## config.mk

```make
export PLATFORM = sky130hd
export DESIGN_NAME = string_escape_decoder
export DESIGN_NICKNAME = d
export VERILOG_FILES = /design/src/sed_pkg.sv /design/src/sed_front.sv /design/src/sed_queue.sv /design/src/sed_back.sv /design/src/string_escape_decoder.sv
export VERILOG_INCLUDE_DIRS = /design/src /design/src/src
export SDC_FILE = /design/constraint.sdc
export NUM_CORES = 1
export LEC_CHECK = 0
export ABC_AREA = 1
export BUFFER_PORTS_ARGS = -buffer_cell sky130_fd_sc_hd__buf_2
export CAP_MARGIN = 0
export CORE_ASPECT_RATIO = 1.2
export CORE_MARGIN = 3
export CORE_UTILIZATION = 30
export CTS_BUF_LIST = sky130_fd_sc_hd__clkbuf_8
export DETAILED_ROUTE_END_ITERATION = 6
export PLACE_DENSITY_LB_ADDON = 0.05
export SYNTH_ARGS = -nofsm -noshare
export SYNTH_HDL_FRONTEND = slang
export SYNTH_SLANG_ARGS = --single-unit
export TNS_END_PERCENT = 20
```

## constraint.sdc

```tcl
create_clock -name aclk -period 8.1 [get_ports aclk]
set_input_delay 1.215 -clock aclk [delete_from_list [all_inputs] [get_ports aclk]]
set_output_delay 1.215 -clock aclk [all_outputs]
set_load 0.02 [all_outputs]
```

## src/string_escape_decoder_defines.svh

```systemverilog
// assertion macros shared by the escape decoder modules
`ifndef STRING_ESCAPE_DECODER_DEFINES_SVH
`define STRING_ESCAPE_DECODER_DEFINES_SVH

`ifndef SYNTH
// property must hold at every edge outside reset
`define SED_ASSERT(lbl, clk, rst_n, prop) \
    lbl: assert property (@(posedge clk) disable iff (!rst_n) prop) \
        else $error("sed assertion failed");
// condition must never be seen outside reset
`define SED_NEVER(lbl, clk, rst_n, cond) \
    lbl: assert property (@(posedge clk) disable iff (!rst_n) !(cond)) \
        else $error("sed forbidden condition seen");
`else
`define SED_ASSERT(lbl, clk, rst_n, prop)
`define SED_NEVER(lbl, clk, rst_n, cond)
`endif

`endif

```

## src/sed_pkg.sv

```systemverilog
// types, constants and helper functions of the escape decoder
`default_nettype none

package sed_pkg;

    localparam int BYTE_W      = 8;
    localparam int MAX_OUT     = 4;
    localparam int SLOT_W      = $clog2(MAX_OUT);
    localparam int CNT_W       = $clog2(MAX_OUT + 1);
    localparam int QUEUE_DEPTH = 4;

    // characters that steer decoding
    localparam logic [BYTE_W-1:0] CH_BSLASH = 8'h5C;
    localparam logic [BYTE_W-1:0] CH_SQUOTE = 8'h27;
    localparam logic [BYTE_W-1:0] CH_DQUOTE = 8'h22;
    localparam logic [BYTE_W-1:0] CH_A      = 8'h61;
    localparam logic [BYTE_W-1:0] CH_B      = 8'h62;
    localparam logic [BYTE_W-1:0] CH_F      = 8'h66;
    localparam logic [BYTE_W-1:0] CH_N      = 8'h6E;
    localparam logic [BYTE_W-1:0] CH_T      = 8'h74;
    localparam logic [BYTE_W-1:0] CH_V      = 8'h76;
    localparam logic [BYTE_W-1:0] CH_X      = 8'h78;

    // control codes produced by the named escapes
    localparam logic [BYTE_W-1:0] CODE_BEL = 8'h07;
    localparam logic [BYTE_W-1:0] CODE_BS  = 8'h08;
    localparam logic [BYTE_W-1:0] CODE_FF  = 8'h0C;
    localparam logic [BYTE_W-1:0] CODE_LF  = 8'h0A;
    localparam logic [BYTE_W-1:0] CODE_HT  = 8'h09;
    localparam logic [BYTE_W-1:0] CODE_VT  = 8'h0B;

    // octal collection limits
    localparam logic [BYTE_W-1:0] OCT_LIMIT      = 8'd32;
    localparam logic [1:0]        OCT_MAX_DIGITS = 2'd3;
    localparam logic [4:0]        OCT_PREFIX     = 5'b00110;

    typedef enum logic [2:0] {
        MODE_PLAIN = 3'd0,
        MODE_ESC   = 3'd1,
        MODE_HEX1  = 3'd2,
        MODE_HEX2  = 3'd3,
        MODE_OCT   = 3'd4
    } mode_t;

    // decoded bytes of one input word, collected in order
    typedef struct packed {
        logic [MAX_OUT-1:0][BYTE_W-1:0] data;
        logic [CNT_W-1:0]               cnt;
    } sed_emit_t;

    // one queue entry: a run of one to four output words
    typedef struct packed {
        logic [MAX_OUT-1:0][BYTE_W-1:0] data;
        logic [SLOT_W-1:0]              last_idx;
        logic                           str_end;
    } sed_entry_t;

    function automatic sed_emit_t emit_byte(sed_emit_t e, logic [BYTE_W-1:0] b);
        sed_emit_t r;
        r = e;
        if (e.cnt < CNT_W'(MAX_OUT)) begin
            r.data[e.cnt[SLOT_W-1:0]] = b;
            r.cnt = e.cnt + CNT_W'(1);
        end
        return r;
    endfunction

    function automatic logic hex_ok(logic [BYTE_W-1:0] b);
        return ((b >= 8'h30) && (b <= 8'h39)) ||
               ((b >= 8'h61) && (b <= 8'h66)) ||
               ((b >= 8'h41) && (b <= 8'h46));
    endfunction

    // digit value, valid only where hex_ok holds
    function automatic logic [3:0] hex_val(logic [BYTE_W-1:0] b);
        logic [3:0] v;
        if (b <= 8'h39) begin
            v = b[3:0];
        end else begin
            v = b[3:0] + 4'd9;
        end
        return v;
    endfunction

endpackage

`default_nettype wire

```

## src/sed_front.sv

```systemverilog
// front end: accepts input words, runs the escape state machine, queues output runs
`default_nettype none
`include "string_escape_decoder_defines.svh"

module sed_front (
    input  wire                     aclk,
    input  wire                     aresetn,
    input  wire                     s_valid,
    output logic                    s_ready,
    input  wire [7:0]               s_in_byte,
    input  wire                     s_in_last,
    input  wire                     q_full,
    output logic                    push,
    output sed_pkg::sed_entry_t     push_entry
);
    import sed_pkg::*;

    mode_t              mode_reg, mode_next;
    logic [BYTE_W-1:0]  held_reg, held_next;
    logic [BYTE_W-1:0]  oval_reg, oval_next;
    logic [1:0]         odig_reg, odig_next;
    logic [BYTE_W-1:0]  oct_sum;
    logic [1:0]         odig_inc;
    logic               accept;
    sed_emit_t          em;

    assign s_ready = !q_full;
    assign accept  = s_valid && s_ready;

    // decoder state
    always_ff @(posedge aclk) begin
        if (!aresetn) begin
            mode_reg <= MODE_PLAIN;
            held_reg <= '0;
            oval_reg <= '0;
            odig_reg <= '0;
        end else if (accept) begin
            mode_reg <= mode_next;
            held_reg <= held_next;
            oval_reg <= oval_next;
            odig_reg <= odig_next;
        end
    end

    // decode one word and flush at string end
    always_comb begin
        em        = '0;
        mode_next = mode_reg;
        held_next = held_reg;
        oval_next = oval_reg;
        odig_next = odig_reg;
        oct_sum   = {oval_reg[4:0], s_in_byte[2:0]};
        odig_inc  = odig_reg + 2'd1;

        unique case (mode_reg)
            MODE_ESC: begin
                mode_next = MODE_PLAIN;
                unique case (s_in_byte)
                    CH_A: em = emit_byte(em, CODE_BEL);
                    CH_B: em = emit_byte(em, CODE_BS);
                    CH_F: em = emit_byte(em, CODE_FF);
                    CH_N: em = emit_byte(em, CODE_LF);
                    CH_T: em = emit_byte(em, CODE_HT);
                    CH_V: em = emit_byte(em, CODE_VT);
                    CH_SQUOTE, CH_DQUOTE, CH_BSLASH: em = emit_byte(em, s_in_byte);
                    CH_X: mode_next = MODE_HEX1;
                    default: begin
                        if (s_in_byte[7:3] == OCT_PREFIX) begin
                            oval_next = {5'b0, s_in_byte[2:0]};
                            odig_next = 2'd1;
                            mode_next = MODE_OCT;
                        end else begin
                            // unknown escape passes through
                            em = emit_byte(em, CH_BSLASH);
                            em = emit_byte(em, s_in_byte);
                        end
                    end
                endcase
            end
            MODE_HEX1: begin
                if (hex_ok(s_in_byte)) begin
                    held_next = s_in_byte;
                    mode_next = MODE_HEX2;
                end else begin
                    em        = emit_byte(em, CH_BSLASH);
                    em        = emit_byte(em, CH_X);
                    mode_next = MODE_PLAIN;
                    if (s_in_byte == CH_BSLASH) begin
                        mode_next = MODE_ESC;
                    end else begin
                        em = emit_byte(em, s_in_byte);
                    end
                end
            end
            MODE_HEX2: begin
                mode_next = MODE_PLAIN;
                if (hex_ok(held_reg) && hex_ok(s_in_byte)) begin
                    em = emit_byte(em, {hex_val(held_reg), hex_val(s_in_byte)});
                end else begin
                    // bad hex: replay held digit and this byte as text
                    em = emit_byte(em, CH_BSLASH);
                    em = emit_byte(em, CH_X);
                    if (held_reg == CH_BSLASH) begin
                        mode_next = MODE_ESC;
                    end else begin
                        em = emit_byte(em, held_reg);
                    end
                    if (s_in_byte == CH_BSLASH) begin
                        mode_next = MODE_ESC;
                    end else begin
                        em = emit_byte(em, s_in_byte);
                    end
                end
            end
            MODE_OCT: begin
                if (s_in_byte[7:3] == OCT_PREFIX) begin
                    oval_next = oct_sum;
                    odig_next = odig_inc;
                    if (odig_inc == OCT_MAX_DIGITS || oct_sum >= OCT_LIMIT ||
                        odig_inc == 2'd0) begin
                        em        = emit_byte(em, oct_sum);
                        mode_next = MODE_PLAIN;
                    end
                end else begin
                    em        = emit_byte(em, oval_reg);
                    mode_next = MODE_PLAIN;
                    if (s_in_byte == CH_BSLASH) begin
                        mode_next = MODE_ESC;
                    end else begin
                        em = emit_byte(em, s_in_byte);
                    end
                end
            end
            default: begin
                mode_next = MODE_PLAIN;
                if (s_in_byte == CH_BSLASH) begin
                    mode_next = MODE_ESC;
                end else begin
                    em = emit_byte(em, s_in_byte);
                end
            end
        endcase

        // flush whatever escape is pending at string end
        if (s_in_last) begin
            unique case (mode_next)
                MODE_ESC: em = emit_byte(em, CH_BSLASH);
                MODE_HEX1: begin
                    em = emit_byte(em, CH_BSLASH);
                    em = emit_byte(em, CH_X);
                end
                MODE_HEX2: begin
                    em = emit_byte(em, CH_BSLASH);
                    em = emit_byte(em, CH_X);
                    em = emit_byte(em, held_next);
                end
                MODE_OCT: em = emit_byte(em, oval_next);
                default: ;
            endcase
            mode_next = MODE_PLAIN;
        end
    end

    // queue entry for a non-empty run
    always_comb begin
        push                = accept && (em.cnt != '0);
        push_entry.data     = em.data;
        push_entry.last_idx = SLOT_W'(em.cnt - CNT_W'(1));
        push_entry.str_end  = s_in_last;
    end

    `SED_ASSERT(a_last_ends_plain, aclk, aresetn, accept && s_in_last |=> mode_reg == MODE_PLAIN)

endmodule

`default_nettype wire

```

## src/sed_queue.sv

```systemverilog
// small queue of decoded runs between front and back
`default_nettype none
`include "string_escape_decoder_defines.svh"

module sed_queue #(
    parameter int DEPTH = sed_pkg::QUEUE_DEPTH
) (
    input  wire                     aclk,
    input  wire                     aresetn,
    input  wire                     push,
    input  sed_pkg::sed_entry_t     push_entry,
    input  wire                     pop,
    output sed_pkg::sed_entry_t     head,
    output logic                    full,
    output logic                    empty
);
    import sed_pkg::*;

    localparam int ADDR_W = (DEPTH > 1) ? $clog2(DEPTH) : 1;
    localparam int CNT_W_Q = $clog2(DEPTH + 1);

    sed_entry_t          mem [DEPTH];
    logic [ADDR_W-1:0]   wr_ptr_reg, rd_ptr_reg;
    logic [CNT_W_Q-1:0]  count_reg;

    assign full  = (count_reg == CNT_W_Q'(DEPTH));
    assign empty = (count_reg == '0);
    assign head  = mem[rd_ptr_reg];

    // storage write
    always_ff @(posedge aclk) begin
        if (push) begin
            mem[wr_ptr_reg] <= push_entry;
        end
    end

    // pointers and fill count
    always_ff @(posedge aclk) begin
        if (!aresetn) begin
            wr_ptr_reg <= '0;
            rd_ptr_reg <= '0;
            count_reg  <= '0;
        end else begin
            if (push) begin
                wr_ptr_reg <= (wr_ptr_reg == ADDR_W'(DEPTH - 1)) ? '0 : wr_ptr_reg + ADDR_W'(1);
            end
            if (pop) begin
                rd_ptr_reg <= (rd_ptr_reg == ADDR_W'(DEPTH - 1)) ? '0 : rd_ptr_reg + ADDR_W'(1);
            end
            if (push && !pop) begin
                count_reg <= count_reg + CNT_W_Q'(1);
            end else if (pop && !push) begin
                count_reg <= count_reg - CNT_W_Q'(1);
            end
        end
    end

    `SED_NEVER(a_q_overflow, aclk, aresetn, push && full)
    `SED_NEVER(a_q_underflow, aclk, aresetn, pop && empty)

endmodule

`default_nettype wire

```

## src/sed_back.sv

```systemverilog
// back end: walks the head run one word per cycle, while m_ready allows, into the output register
`default_nettype none
`include "string_escape_decoder_defines.svh"

module sed_back (
    input  wire                     aclk,
    input  wire                     aresetn,
    input  sed_pkg::sed_entry_t     head,
    input  wire                     q_empty,
    output logic                    pop,
    output logic                    m_valid,
    input  wire                     m_ready,
    output logic [7:0]              m_out_byte,
    output logic                    m_run_last,
    output logic                    m_string_end
);
    import sed_pkg::*;

    logic [SLOT_W-1:0]  idx_reg, idx_next;
    logic               m_valid_reg, m_valid_next;
    logic [BYTE_W-1:0]  m_byte_reg;
    logic               m_run_last_reg;
    logic               m_string_end_reg;
    logic               load;
    logic               at_end;

    // next word selection
    always_comb begin
        load         = !q_empty && (!m_valid_reg || m_ready);
        at_end       = (idx_reg == head.last_idx);
        pop          = load && at_end;
        idx_next     = idx_reg;
        m_valid_next = m_valid_reg;
        if (load) begin
            idx_next     = at_end ? '0 : idx_reg + SLOT_W'(1);
            m_valid_next = 1'b1;
        end else if (m_ready) begin
            m_valid_next = 1'b0;
        end
    end

    // control registers
    always_ff @(posedge aclk) begin
        if (!aresetn) begin
            idx_reg     <= '0;
            m_valid_reg <= 1'b0;
        end else begin
            idx_reg     <= idx_next;
            m_valid_reg <= m_valid_next;
        end
    end

    // output word register
    always_ff @(posedge aclk) begin
        if (load) begin
            m_byte_reg       <= head.data[idx_reg];
            m_run_last_reg   <= at_end;
            m_string_end_reg <= at_end && head.str_end;
        end
    end

    assign m_valid      = m_valid_reg;
    assign m_out_byte   = m_byte_reg;
    assign m_run_last   = m_run_last_reg;
    assign m_string_end = m_string_end_reg;

    `SED_ASSERT(a_idx_in_run, aclk, aresetn, !q_empty |-> idx_reg <= head.last_idx)
    `SED_NEVER(a_end_mid_run, aclk, aresetn, m_valid_reg && m_string_end_reg && !m_run_last_reg)

endmodule

`default_nettype wire

```

## src/string_escape_decoder.sv

```systemverilog
// top level of the backslash escape decoder
//
//  port group   dir   handshake          payload
//  s_           in    s_valid/s_ready    s_in_byte[7:0], s_in_last
//  m_           out   m_valid/m_ready    m_out_byte[7:0], m_run_last, m_string_end
//
// one input word is taken per cycle while the run queue has room
// each input word yields zero to four output words, sent one per cycle while m_ready is high
// output words pass through the run queue, then the back end's output register
// output rate of one word per cycle while m_ready is high is set by the back end walking the head run
// reset clears the decode mode, the queue pointers and the output valid
// a stall on m_ fills the queue of QUEUE_DEPTH runs, then s_ready drops
`default_nettype none

module string_escape_decoder #(
    parameter int QUEUE_DEPTH = sed_pkg::QUEUE_DEPTH
) (
    input  wire        aclk,
    input  wire        aresetn,
    input  wire        s_valid,
    output logic       s_ready,
    input  wire [7:0]  s_in_byte,
    input  wire        s_in_last,
    output logic       m_valid,
    input  wire        m_ready,
    output logic [7:0] m_out_byte,
    output logic       m_run_last,
    output logic       m_string_end
);
    import sed_pkg::*;

    sed_entry_t push_entry;
    sed_entry_t head;
    logic       push;
    logic       pop;
    logic       q_full;
    logic       q_empty;

    // decode and classify
    sed_front u_front (
        .aclk       (aclk),
        .aresetn    (aresetn),
        .s_valid    (s_valid),
        .s_ready    (s_ready),
        .s_in_byte  (s_in_byte),
        .s_in_last  (s_in_last),
        .q_full     (q_full),
        .push       (push),
        .push_entry (push_entry)
    );

    // run queue
    sed_queue #(
        .DEPTH (QUEUE_DEPTH)
    ) u_queue (
        .aclk       (aclk),
        .aresetn    (aresetn),
        .push       (push),
        .push_entry (push_entry),
        .pop        (pop),
        .head       (head),
        .full       (q_full),
        .empty      (q_empty)
    );

    // serialize runs to the output
    sed_back u_back (
        .aclk         (aclk),
        .aresetn      (aresetn),
        .head         (head),
        .q_empty      (q_empty),
        .pop          (pop),
        .m_valid      (m_valid),
        .m_ready      (m_ready),
        .m_out_byte   (m_out_byte),
        .m_run_last   (m_run_last),
        .m_string_end (m_string_end)
    );

endmodule

`default_nettype wire

```

=== After elaboration in Yosys (flattened, before gate mapping) ===
Memory sizes are Yosys's and may differ from the RTL's. A register that Yosys moved wholly into a read port is not among the register bits.
Index checks and enable logic that the tools add are counted.

* Bits in registers: 41
* Word-level logic and storage cells: 282
* RAM bits: 140
* Output and inout port bits: 12
* Memories kept: 1
* Bits of input ports: 13

* Add/subtract/negate cells: 20
* Reductions and logical operators: 47
* Order comparisons: 47
* Equality and inequality tests: 28
* Muxes and demuxes: 112
* Bitwise gates (word level): 15

{| class="wikitable"
|+ Memory list
! memory !! words !! bits a word !! read ports !! clocked after memory_dff !! wr ports !! line !! text
|-
| u_queue.mem || 4 || 35 || 1 || 1 || 1 || sed_queue.sv:22 || <nowiki>sed_entry_t mem [DEPTH];</nowiki>
|}

{| class="wikitable"
|+ Operator list
! cell !! number
|-
| $mux 35 || 33
|-
| $pmux 35 s4 || 2
|-
| $pmux 35 s8 || 1
|-
| $bwmux 32 || 7
|-
| $demux 8 s2 || 11
|-
| $mux 8 || 17
|-
| $mux 11 || 11
|-
| $not 16->16 || 5
|-
| $eq 8x7->1 const B || 9
|-
| $and 16x16->16 || 3
|-
| $or 16x16->16 || 3
|-
| $add 3x1->3 const B || 12
|-
| $lt 2x3->1 const B || 12
|-
| $lt 3x3->1 const B || 11
|-
| $and 4x16->16 || 2
|-
| $ge 8x7->1 const B || 4
|-
| $le 8x7->1 const B || 4
|-
| $or 4x16->16 || 2
|-
| $logic_and 1x1->1 || 25
|-
| $ge 8x6->1 const B || 3
|-
| $mux 3 || 8
|-
| $ge 2x1->1 const B || 11
|-
| $bmux 8 s2 || 1
|-
| $eq 8x6->1 const B || 2
|-
| 30 further kinds || 70
|}

=== Logic depth before layout (Yosys ltp) ===
Gate-level depths: netlist of the first run.

* Depth after elaboration: 66
* Gate-level depth with buffers: 40
* Depth with buffers taken out: 39

=== Hierarchy ===
A second synthesis of the first run with hierarchy kept.

* Cell total of the unflattened synthesis: 1330
* Area, all modules: 10871.7 um2

{| class="wikitable"
|+ Modules (own cells, without submodules)
! module !! area each (um2) !! times used !! cells an instance
|-
| sed_queue || 5651.7 || 1 || 397
|-
| sed_front || 4460.5 || 1 || 845
|-
| sed_back || 759.5 || 1 || 88
|}

=== Worst setup path after synthesis of the first run ===
No wires, ideal clock.

* Path type: in2reg
* From: input s_in_byte[1]
* To: memory u_queue.mem[0][0] in the netlist's numbering, enable pin
* Stages on the path: 28
* Arrival: 6230 ps
* Slack: 1443 ps
* Cells stage by stage: buf_2 inv_1 ha_1 inv_1 nor3_2 nand3_4 ha_1 o21ai_0 nand2_1 nand2_1 inv_2 ha_1 inv_1 nand2_1 inv_1 ha_1 o21ai_1 inv_1 ha_1 nand3_1 nand2_1 o22ai_1 ha_1 nand2_1 inv_1 nand2_2 nand2_2 nor2_1

* Cells in the longest elaborated chain, start to end: 23
* Elaborated cells on any way between the ends: 74
* Classes of those cells: 4 x add/sub; 11 x order compare; 14 x eq/ne; 33 x mux; 12 x reduce/logical

{| class="wikitable"
|+ Ends and longest elaborated chain
! element !! line !! text
|-
| start, declared || string_escape_decoder.sv:22 || <nowiki>input wire [7:0] s_in_byte,</nowiki>
|-
| $ge 8x6->1, or another cell as far along || sed_pkg.sv:69 || <nowiki>return ((b >= 8'h30) && (b <= 8'h39)) ||</nowiki>
|-
| $logic_and 1x1->1, on equally long branches || sed_pkg.sv:69, sed_pkg.sv:70 ||
|-
| $logic_or 1x1->1 || sed_pkg.sv:69 ||
|-
| $logic_or 1x1->1 || sed_pkg.sv:70 || <nowiki>((b >= 8'h61) && (b <= 8'h66)) ||</nowiki>
|-
| $logic_and 1x1->1 || sed_front.sv:97 || <nowiki>if (hex_ok(held_reg) && hex_ok(s_in_byte)) begin</nowiki>
|-
| $mux 35 || sed_front.sv:97 ||
|-
| $pmux 35 s4 || sed_front.sv:55 || <nowiki>unique case (mode_reg)</nowiki>
|-
| $add 3x1->3 / $lt 3x3->1 (equally long branches) || sed_pkg.sv:63, sed_pkg.sv:61 ||
|-
| [... 7 more ...] || -- ||
|-
| $add 3x1->3 / $lt 3x3->1 (equally long branches) || sed_pkg.sv:63, sed_pkg.sv:61 ||
|-
| $mux 35 || sed_pkg.sv:61 || <nowiki>if (e.cnt < CNT_W'(MAX_OUT)) begin</nowiki>
|-
| $pmux 35 s4 || sed_front.sv:146 || <nowiki>unique case (mode_next)</nowiki>
|-
| $mux 35 * || sed_front.sv:145 || <nowiki>if (s_in_last) begin</nowiki>
|-
| $reduce_bool 3->1 * || sed_front.sv:166 || <nowiki>push = accept && (em.cnt != '0);</nowiki>
|-
| $logic_and 1x1->1 * || sed_front.sv:166 ||
|-
| $mux 1 * || sed_queue.sv:32 || <nowiki>if (push) begin</nowiki>
|-
| $mux 1 (implied by the code) * || sed_queue.sv:33 || <nowiki>mem[wr_ptr_reg] <= push_entry;</nowiki>
|-
| end, declared || sed_queue.sv:22 ||
|}

Every way passes the cells marked *; elsewhere a longest branch is shown, timed or not. The select of a mux whose other input is x is not followed.

=== Worst setup path after layout of the first run ===
* From: input s_in_byte[1]
* To: memory u_queue.mem[1][8] in the netlist's numbering, enable pin

The elaborated chain is that of the path after synthesis.

==> Flow_metrics.wiki, run 1 <==
{| class="wikitable"
! Metric !! Value
|-
| Status || finished clean
|-
| Commonest cells in the netlist || sky130_fd_sc_hd__nand2_1 (229), sky130_fd_sc_hd__nor2_1 (157), sky130_fd_sc_hd__edfxtp_1 (150)
|-
| Leak pwr || 4.507 nW
|-
| Area of the mapped netlist || 0.01056 mm^2
|-
| Worst path arrival time || 6590 ps
|-
| RD Place Congestion || 0.9550
|-
| Routed WL || 36620 um
|-
| Peak Freq || 156.0 MHz
|-
| Share of async-settable or async-resettable flops after synthesis || 0
|-
| Final Slew Violations || 0
|-
| Maximum level of the CTS H-tree || 4
|-
| Layout cell share with drive strength beyond 1 || 0.1204
|-
| Total gr overflow || 0
|-
| Critical-path maximum fanout || 21
|-
| Avg WL per Cell || 21.31 um
|-
| Ys flop type || sky130_fd_sc_hd__edfxtp_1
|-
| GRT Resource Usage Total || 0.1988
|-
| YS warnings || 0
|-
| Cell taking the most area after synthesis || sky130_fd_sc_hd__edfxtp_1
|-
| Max Cap Viol || 0
|-
| Drt drc || 0
|-
| Total design power || 2.579 mW
|-
| GR Util met1 || 0.2398
|-
| Share of the synthesized area in the top cell type || 0.4265
|-
| Proportion of synthesized chip area in sequential cells || 0.4890
|-
| Die area || 0.03750 mm^2
|-
| Count of routing violations after the opening detailed-route iteration || 695
|-
| Synth-to-layout area growth || 9.739%
|-
| Register clock-pin slew on the reported worst setup and hold paths || 110 ps
|-
| Worst hold slack || 491.8 ps
|-
| Initial antenna violation count || 0
|-
| Post-Syn Instances || 1232
|-
| Global-route wire length before repair || 55120 um
|-
| I/O Pins || 25
|-
| Worst setup skew after layout || 23.88 ps
|-
| Die height || 211.5 um
|-
| Count of different cell masters after synthesis || 61
|-
| Max reg flops || 140
|-
| Int Power || 1.629 mW
|-
| Worst slew pin tran || 1021 ps
|-
| Clock insertion delay at the later pin of the skew report || 470 ps
|-
| Setup TNS || 0 ps
|-
| CP endpoint kind || flop
|-
| Hold Buf Count CTS || 0
|-
| Fraction of power consumed by sequential logic || 0.476
|-
| Sum of buffers and inverters on the critical path || 9
|-
| Initial Utilization || 0.3075
|-
| Most repeated cell in the gate-level netlist after synthesis || sky130_fd_sc_hd__nand2_1
|-
| Total of endpoints with negative setup slack in the final report || 0
|-
| Largest net degree at the start of global routing || 61
|-
| Avg Vias per Cell || 5.153
|-
| Most crowded layer after global routing || met2
|-
| Core region area || 0.03435 mm^2
|-
| Startpoint-to-endpoint class of the critical path || primary input to flop
|-
| Period Utilization, post-route || 0.7915
|-
| Top post-synthesis cells by area || sky130_fd_sc_hd__edfxtp_1 (43%), sky130_fd_sc_hd__nand2_1 (8.1%), sky130_fd_sc_hd__o21ai_0 (6.9%), sky130_fd_sc_hd__dfxtp_1 (6.3%), sky130_fd_sc_hd__nor2_1 (5.6%)
|-
| Crit-path most repeated cell || sky130_fd_sc_hd__inv_1
|-
| Relative max-transition margin || 0.3122
|-
| Switch Pwr || 950.3 uW
|-
| Startpoint types || primary input
|-
| Worst Setup Slack, final || 1689 ps
|-
| Top reg by flops || u_queue.mem
|-
| Maximum buffer depth of the clock tree || 2
|-
| Count of endpoints failing hold in the final timing report || 0
|-
| Critical path required time || 8270 ps
|-
| Final net count || 1295
|-
| DP Wirelength || 27020 um
|-
| Drt pass-1 iters || 5
|-
| Global-route track usage on met2 || 0.3407
|-
| Clock sink total || 183
|-
| Fraction of power spent switching nets || 0.3685
|-
| Kind of cell adding the most delay to the critical path || simple AND/OR/NAND/NOR gates
|-
| Unrepaired setup endpoints after global routing || no
|-
| Count of buffers from port buffering || 24
|-
| Post-place setup slack || 1180 ps
|-
| Placed Cells || 1686
|-
| Met3 GRT Util || 0.03211
|-
| CTS buffer count || 17
|-
| Number of global-route vias before repair || 8673
|-
| Synthesis-stage register bit count || 183
|-
| Clk pwr share || 0.234
|-
| Number of enable flip-flop cells after synthesis || 150
|-
| Cell chosen for the clock root || sky130_fd_sc_hd__clkbuf_8
|-
| Total power density per cell area || 222.5 mW/mm^2
|-
| Critical path's slowest cell || sky130_fd_sc_hd__nor2_4
|-
| Antenna viol nets, final || 0
|-
| Share of total power in combinational logic || 0.289
|-
| Layout Cells excl Fill || 1718
|-
| Row count || 74
|-
| Die W || 177.3 um
|-
| TritonCTS clock tree || yes
|-
| N_diodes || 0
|-
| Synthesized area per cell || 8.573 um^2
|-
| Minimum clock period || 6412 ps
|-
| Via count || 8852
|-
| Kind of path behind the tightest hold check || flop to flop
|-
| Number of nets produced by synthesis || 1278
|-
| Number of setup buffers added after CTS || 0
|-
| Delay of the slowest critical-path stage || 630 ps
|-
| Max VDD drop || 0.0001128 V
|-
| Number of resized instances in the post-cts repair step || 0
|}
## worst min-delay path: stages, from the launching register on
cell and delay, ps:
sky130_fd_sc_hd__dfxtp_1 340, sky130_fd_sc_hd__nand2_1 60, sky130_fd_sc_hd__a21oi_1 50
## stage by stage
| step | cell area (um^2) | util |
|---|---|---|
| 4_1_cts | 11590 | 0.3374 |
| 5_1_grt | 11590 | 0.3374 |
| 6_report | 11590 | 0.3374 |
| 3_3_place_gp | 11210 | 0.3264 |
| 3_5_place_dp | 11210 | 0.3264 |
| 2_1_floorplan | 10560 | - |
## power by group through the flow
stage | clock network [mW] | logic, mW | registers [mW]
floorplan | 0 | 0.471 | 1.26
finish | 0.604 | 0.746 | 1.23
detailed placement | 0 | 0.771 | 1.25
global placement | 0 | 0.776 | 1.25
CTS | 0.631 | 0.772 | 1.23
global route | 0.666 | 0.842 | 1.25
## layout by cell type, fill, tap and decap left out, types with 27 or more instances in the layout
master and count:
sky130_fd_sc_hd__nand2_1 229, sky130_fd_sc_hd__nor2_1 153, sky130_fd_sc_hd__edfxtp_1 150, sky130_fd_sc_hd__o21ai_0 146, sky130_fd_sc_hd__inv_1 110, sky130_fd_sc_hd__nand3_1 68, sky130_fd_sc_hd__a21oi_1 52, sky130_fd_sc_hd__ha_1 32
sky130_fd_sc_hd__dfxtp_1 32, sky130_fd_sc_hd__o221ai_1 27
## cell families (layout without fill, tap and decap cells)
family	Yosys count	in the layout	synth area share
and+or+nand+nor	529	529	0.2302
AOI/OAI and AO/OA	299	299	0.1654
DFF	183	183	0.4890
buffers and inverters	182	212	0.07061
adders and majority gates	33	33	0.03981
xor gates and xnor gates	6	6	0.004976
## final cells by class
| class | count | area [um^2] |
|---|---|---|
| fillers | 3608 | 22760 |
| flip-flops and latches | 183 | 5166 |
| multi-input cells | 867 | 4687 |
| well taps | 456 | 570.5 |
| inverters | 136 | 519.2 |
| repair buffers | 44 | 270.3 |
| clock buffers | 17 | 234.0 |
| clock inverters | 15 | 142.6 |
## routing by layer
metal	part of all wire	up-vias
li1	-	4285
met2	0.49	252
met1	0.41	4228
met5	0	-
met4	0.052	0
met3	0.040	87
## worst paths after layout
path / startpoint / slack, ps / depth (start not counted) / to
worst min-delay path: u_front.mode_reg[2] / 490 / 2 / u_front.mode_reg[2]
worst max register to register: u_front.held_reg[1] / 2060 / 28 / u_queue.mem[1][8]
worst min register to register: u_front.mode_reg[2] / 490 / 2 / u_front.mode_reg[2]
worst max-delay path: s_in_byte[1] / 1690 / 31 / u_queue.mem[1][8]
(Power assumes the default switching activity.)
==> inputs of run 2 (changes only) <==
ABC_AREA = 0   (was 1)
clock period = 5.3 ns   (was 8.1 ns; I/O delays follow)
==> Flow_metrics.wiki, run 2 <==
{| class="wikitable"
! Metric !! Value
|-
| Die height || 206.4 um (was 211.5 um)
|-
| Status || finished clean (unchanged)
|-
| Largest net degree at the start of global routing || 36 (was 61)
|-
| DP Wirelength || 24570 um (was 27020 um)
|-
| N_diodes || 0 (unchanged)
|-
| Peak Freq || 196.1 MHz
|-
| Avg WL per Cell || 22.49 um (was 21.31 um)
|-
| Sum of buffers and inverters on the critical path || 10 (was 9)
|-
| Ys flop type || sky130_fd_sc_hd__edfxtp_1 (unchanged)
|-
| Delay of the slowest critical-path stage || 510 ps (was 630 ps)
|-
| Maximum buffer depth of the clock tree || 2 (unchanged)
|-
| Proportion of synthesized chip area in sequential cells || 0.5146 (was 0.4890)
|-
| Post-Layout Inst Area || 0.01225 mm^2 (was 0.01159 mm^2)
|-
| Total power density per cell area || 312.5 mW/mm^2 (was 222.5 mW/mm^2)
|-
| CTS buffer count || 17 (unchanged)
|-
| Avg Vias per Cell || 5.271 (was 5.153)
|-
| Share of the synthesized area in the top cell type || 0.4488 (was 0.4265)
|-
| Final net count || 1033 (was 1295)
|-
| Number of global-route vias before repair || 7897 (was 8673)
|-
| Commonest non-fill, non-tap cell in the layout || sky130_fd_sc_hd__edfxtp_1 (was sky130_fd_sc_hd__nand2_1)
|-
| Number of enable flip-flop cells after synthesis || 150 (unchanged)
|-
| Drt drc || 0 (unchanged)
|-
| Critical path's slowest cell || sky130_fd_sc_hd__or4b_4 (was sky130_fd_sc_hd__nor2_4)
|-
| YS warnings || 0 (unchanged)
|-
| Relative max-transition margin || 0.3906 (was 0.3122)
|-
| Clock insertion delay at the later pin of the skew report || 470 ps (about the same)
|-
| Share of async-settable or async-resettable flops after synthesis || 0 (unchanged)
|-
| Initial Utilization || 0.3078 (was 0.3075)
|-
| Row count || 72 (was 74)
|-
| Post-Syn Instances || 843 (was 1232)
|-
| Via count || 7611 (was 8852)
|-
| Crit-path most repeated cell || sky130_fd_sc_hd__buf_4 (was sky130_fd_sc_hd__inv_1)
|-
| Critical path required time || 5530 ps (was 8270 ps)
|-
| Placed Cells || 1408 (was 1686)
|-
| Startpoint types || primary input (unchanged)
|-
| Critical-path maximum fanout || 4 (was 21)
|-
| Dpl cell area || 0.01174 mm^2 (was 0.01121 mm^2)
|-
| Unrepaired setup endpoints after global routing || no (unchanged)
|-
| Total of endpoints with negative setup slack in the final report || 0 (unchanged)
|-
| Maximum level of the CTS H-tree || 4 (unchanged)
|-
| Die W || 173.0 um (was 177.3 um)
|-
| Synth-to-layout area growth || 22.05% (was 9.739%)
|-
| Initial antenna violation count || 0 (unchanged)
|-
| Cell chosen for the clock root || sky130_fd_sc_hd__clkbuf_8 (unchanged)
|-
| Number of nets produced by synthesis || 889 (was 1278)
|-
| Layout cell share with drive strength beyond 1 || 0.3110 (was 0.1204)
|-
| CP endpoint kind || flop (unchanged)
|-
| Synthesized area per cell || 11.91 um^2 (was 8.573 um^2)
|-
| Max VDD drop || 0.0001636 V (was 0.0001128 V)
|-
| I/O Pins || 25 (unchanged)
|-
| Core region area || 0.03261 mm^2 (was 0.03435 mm^2)
|-
| Area of the mapped netlist || 0.01004 mm^2 (was 0.01056 mm^2)
|-
| Number of filler instances in the final layout || 3229 (was 3608)
|-
| Count of different cell masters after synthesis || 90 (was 61)
|-
| RD Place Congestion || 0.9354 (was 0.9550)
|-
| Leak pwr || 4.381 nW (was 4.507 nW)
|-
| Kind of cell adding the most delay to the critical path || compound AO/OA/AOI/OAI gates (was simple AND/OR/NAND/NOR gates)
|-
| Count of endpoints failing hold in the final timing report || 0 (unchanged)
|-
| Register clock-pin slew on the reported worst setup and hold paths || 100 ps (was 110 ps)
|-
| Drt pass-1 iters || 5 (unchanged)
|-
| Worst setup skew after layout || 17.31 ps (was 23.88 ps)
|-
| Minimum clock period || 5100 ps
|-
| Count of routing violations after the opening detailed-route iteration || 430 (was 695)
|-
| Worst slew pin tran || 914.1 ps (was 1021 ps)
|-
| Max Cap Viol || 0 (unchanged)
|-
| Commonest cells in the netlist || sky130_fd_sc_hd__edfxtp_1 (150), sky130_fd_sc_hd__nand2_1 (87), sky130_fd_sc_hd__a21oi_1 (52) (was sky130_fd_sc_hd__nand2_1 (229), sky130_fd_sc_hd__nor2_1 (157), sky130_fd_sc_hd__edfxtp_1 (150))
|-
| Antenna viol nets, final || 0 (unchanged)
|-
| Count of buffers from port buffering || 24 (unchanged)
|-
| Most used cells in the layout excluding fill and tap cells || sky130_fd_sc_hd__edfxtp_1 (150), sky130_fd_sc_hd__buf_4 (148), sky130_fd_sc_hd__nand2_1 (84) (was sky130_fd_sc_hd__nand2_1 (229), sky130_fd_sc_hd__nor2_1 (153), sky130_fd_sc_hd__edfxtp_1 (150))
|-
| Hold Buf Count CTS || 0 (unchanged)
|-
| Global-route wire length before repair || 49350 um (was 55120 um)
|-
| FF+latch area || 0.005167 mm^2 (was 0.005166 mm^2)
|-
| Total design power || 3.828 mW (was 2.579 mW)
|-
| Startpoint-to-endpoint class of the critical path || primary input to flop (unchanged)
|-
| Die area || 0.03570 mm^2 (was 0.03750 mm^2)
|-
| Most repeated cell in the gate-level netlist after synthesis || sky130_fd_sc_hd__edfxtp_1 (was sky130_fd_sc_hd__nand2_1)
|-
| Layout Cells excl Fill || 1444 (was 1718)
|-
| Period Utilization, post-route || 0.9622
|-
| Final Slew Violations || 0 (unchanged)
|-
| Max reg flops || 140 (unchanged)
|-
| Synthesis-stage register bit count || 183 (unchanged)
|-
| GRT Resource Usage Total || 0.1838 (was 0.1988)
|-
| Top post-synthesis cells by area || sky130_fd_sc_hd__edfxtp_1 (45%), sky130_fd_sc_hd__mux4_2 (9.6%), sky130_fd_sc_hd__dfxtp_1 (6.6%), sky130_fd_sc_hd__ha_1 (4.0%), sky130_fd_sc_hd__nand2_1 (3.3%) (was sky130_fd_sc_hd__edfxtp_1 (43%), sky130_fd_sc_hd__nand2_1 (8.1%), sky130_fd_sc_hd__o21ai_0 (6.9%), sky130_fd_sc_hd__dfxtp_1 (6.3%), sky130_fd_sc_hd__nor2_1 (5.6%))
|-
| Top reg by flops || u_queue.mem (unchanged)
|-
| Multi-input combinational cell area || 0.004705 mm^2 (was 0.004687 mm^2)
|-
| TritonCTS clock tree || yes (unchanged)
|-
| Cell taking the most area after synthesis || sky130_fd_sc_hd__edfxtp_1 (unchanged)
|-
| Total gr overflow || 0 (unchanged)
|-
| Worst path arrival time || 5330 ps (was 6590 ps)
|-
| Clock sink total || 183 (unchanged)
|-
| Routed WL || 32470 um (was 36620 um)
|-
| Kind of path behind the tightest hold check || flop to flop (unchanged)
|}
## run 2: cell count changes after synthesis, sizes merged, moves of 43 or more
cell and delta:
inv -109, nand2 -156, nor2 -121, nand3 -45
mux4 +43, o21ai -127
## run 2: kinds of logic after synthesis
family                   after synthesis  synth area share
multiplexers                          50            0.1036
adder cells (fa/ha/maj)               33           0.04188
AND/OR/NAND/NOR                      278            0.1482
AO/OA/AOI/OAI                        218            0.1540
buffers and inverters                 72           0.02992
flip-flops                           183            0.5146
XOR/XNOR                               9          0.007854
## run 2: worst register-to-register path: stages, from the launching register on
cell and delay [ps]:
sky130_fd_sc_hd__dfxtp_1 450, sky130_fd_sc_hd__nor2b_1 410, sky130_fd_sc_hd__nand2b_1 260, sky130_fd_sc_hd__o41ai_4 460, sky130_fd_sc_hd__and2_1 220, sky130_fd_sc_hd__nor3_2 70
sky130_fd_sc_hd__buf_4 140, sky130_fd_sc_hd__inv_1 70, sky130_fd_sc_hd__ha_1 200, sky130_fd_sc_hd__inv_2 70, sky130_fd_sc_hd__a221o_1 340, sky130_fd_sc_hd__buf_4 150
sky130_fd_sc_hd__inv_1 60, sky130_fd_sc_hd__buf_4 110, sky130_fd_sc_hd__ha_1 150, sky130_fd_sc_hd__nor2b_1 180, sky130_fd_sc_hd__a21oi_1 90, sky130_fd_sc_hd__nor2_1 110
sky130_fd_sc_hd__a21oi_1 110, sky130_fd_sc_hd__o31ai_1 490, sky130_fd_sc_hd__buf_4 200, sky130_fd_sc_hd__and2_1 140, sky130_fd_sc_hd__o21ai_1 140, sky130_fd_sc_hd__buf_4 180
## run 2: power by group
group	switching [mW]	internal (mW)
clock	0.552	0.400
combinational	0.520	0.500
sequential	0.0883	1.77
## run 2: cell type report
type,count,area share
Clock buffer,17,0.01910
Sequential cell,183,0.4218
Tap cell,444,0.04535
Multi-Input combinational cell,588,0.3840
Clock inverter,15,0.01450
Timing Repair Buffer,175,0.1071
Inverter,22,0.008069
## run 2: metrics by stage
step / util / setup TNS (ps) / hold WS [ps] / setup slack, ps
2_1_floorplan: - / -16480 / 467.7 / -294.5
3_3_place_gp: 0.3599 / -57950 / 473.3 / -465.1
3_5_place_dp: 0.3599 / -89990 / 490.2 / -673.1
4_1_cts: 0.3729 / 0 / 506.9 / 10.62
5_1_grt: 0.3757 / 0 / 537.0 / 2.867
6_report: 0.3757 / 0 / 503.5 / 200.3
## run 2: path summary, 6_finish.rpt
check	end	cells after the start	slack (ps)	from
worst max-delay path	u_queue.mem[0][4]	26	200	s_in_byte[1]
worst min-delay path	u_back.m_valid	2	500	u_back.m_valid
worst max register to register	u_queue.mem[0][4]	23	290	u_front.mode_reg[0]
worst min register to register	u_back.m_valid	2	500	u_back.m_valid
## run 2: metal layers
layer  share of wire  track usage
met5               0            0
met4           0.039      0.07937
met3           0.026      0.02334
met2            0.52       0.3351
met1            0.42       0.2183
## run 2: repair_timing
action | CTS | global route
pin swaps | 0 | 11
buffers inserted | 0 | 4
endpoints found under the setup margin | 139 | 162
resized for setup | 2 | 18
endpoints found under the hold margin | 0 | 0
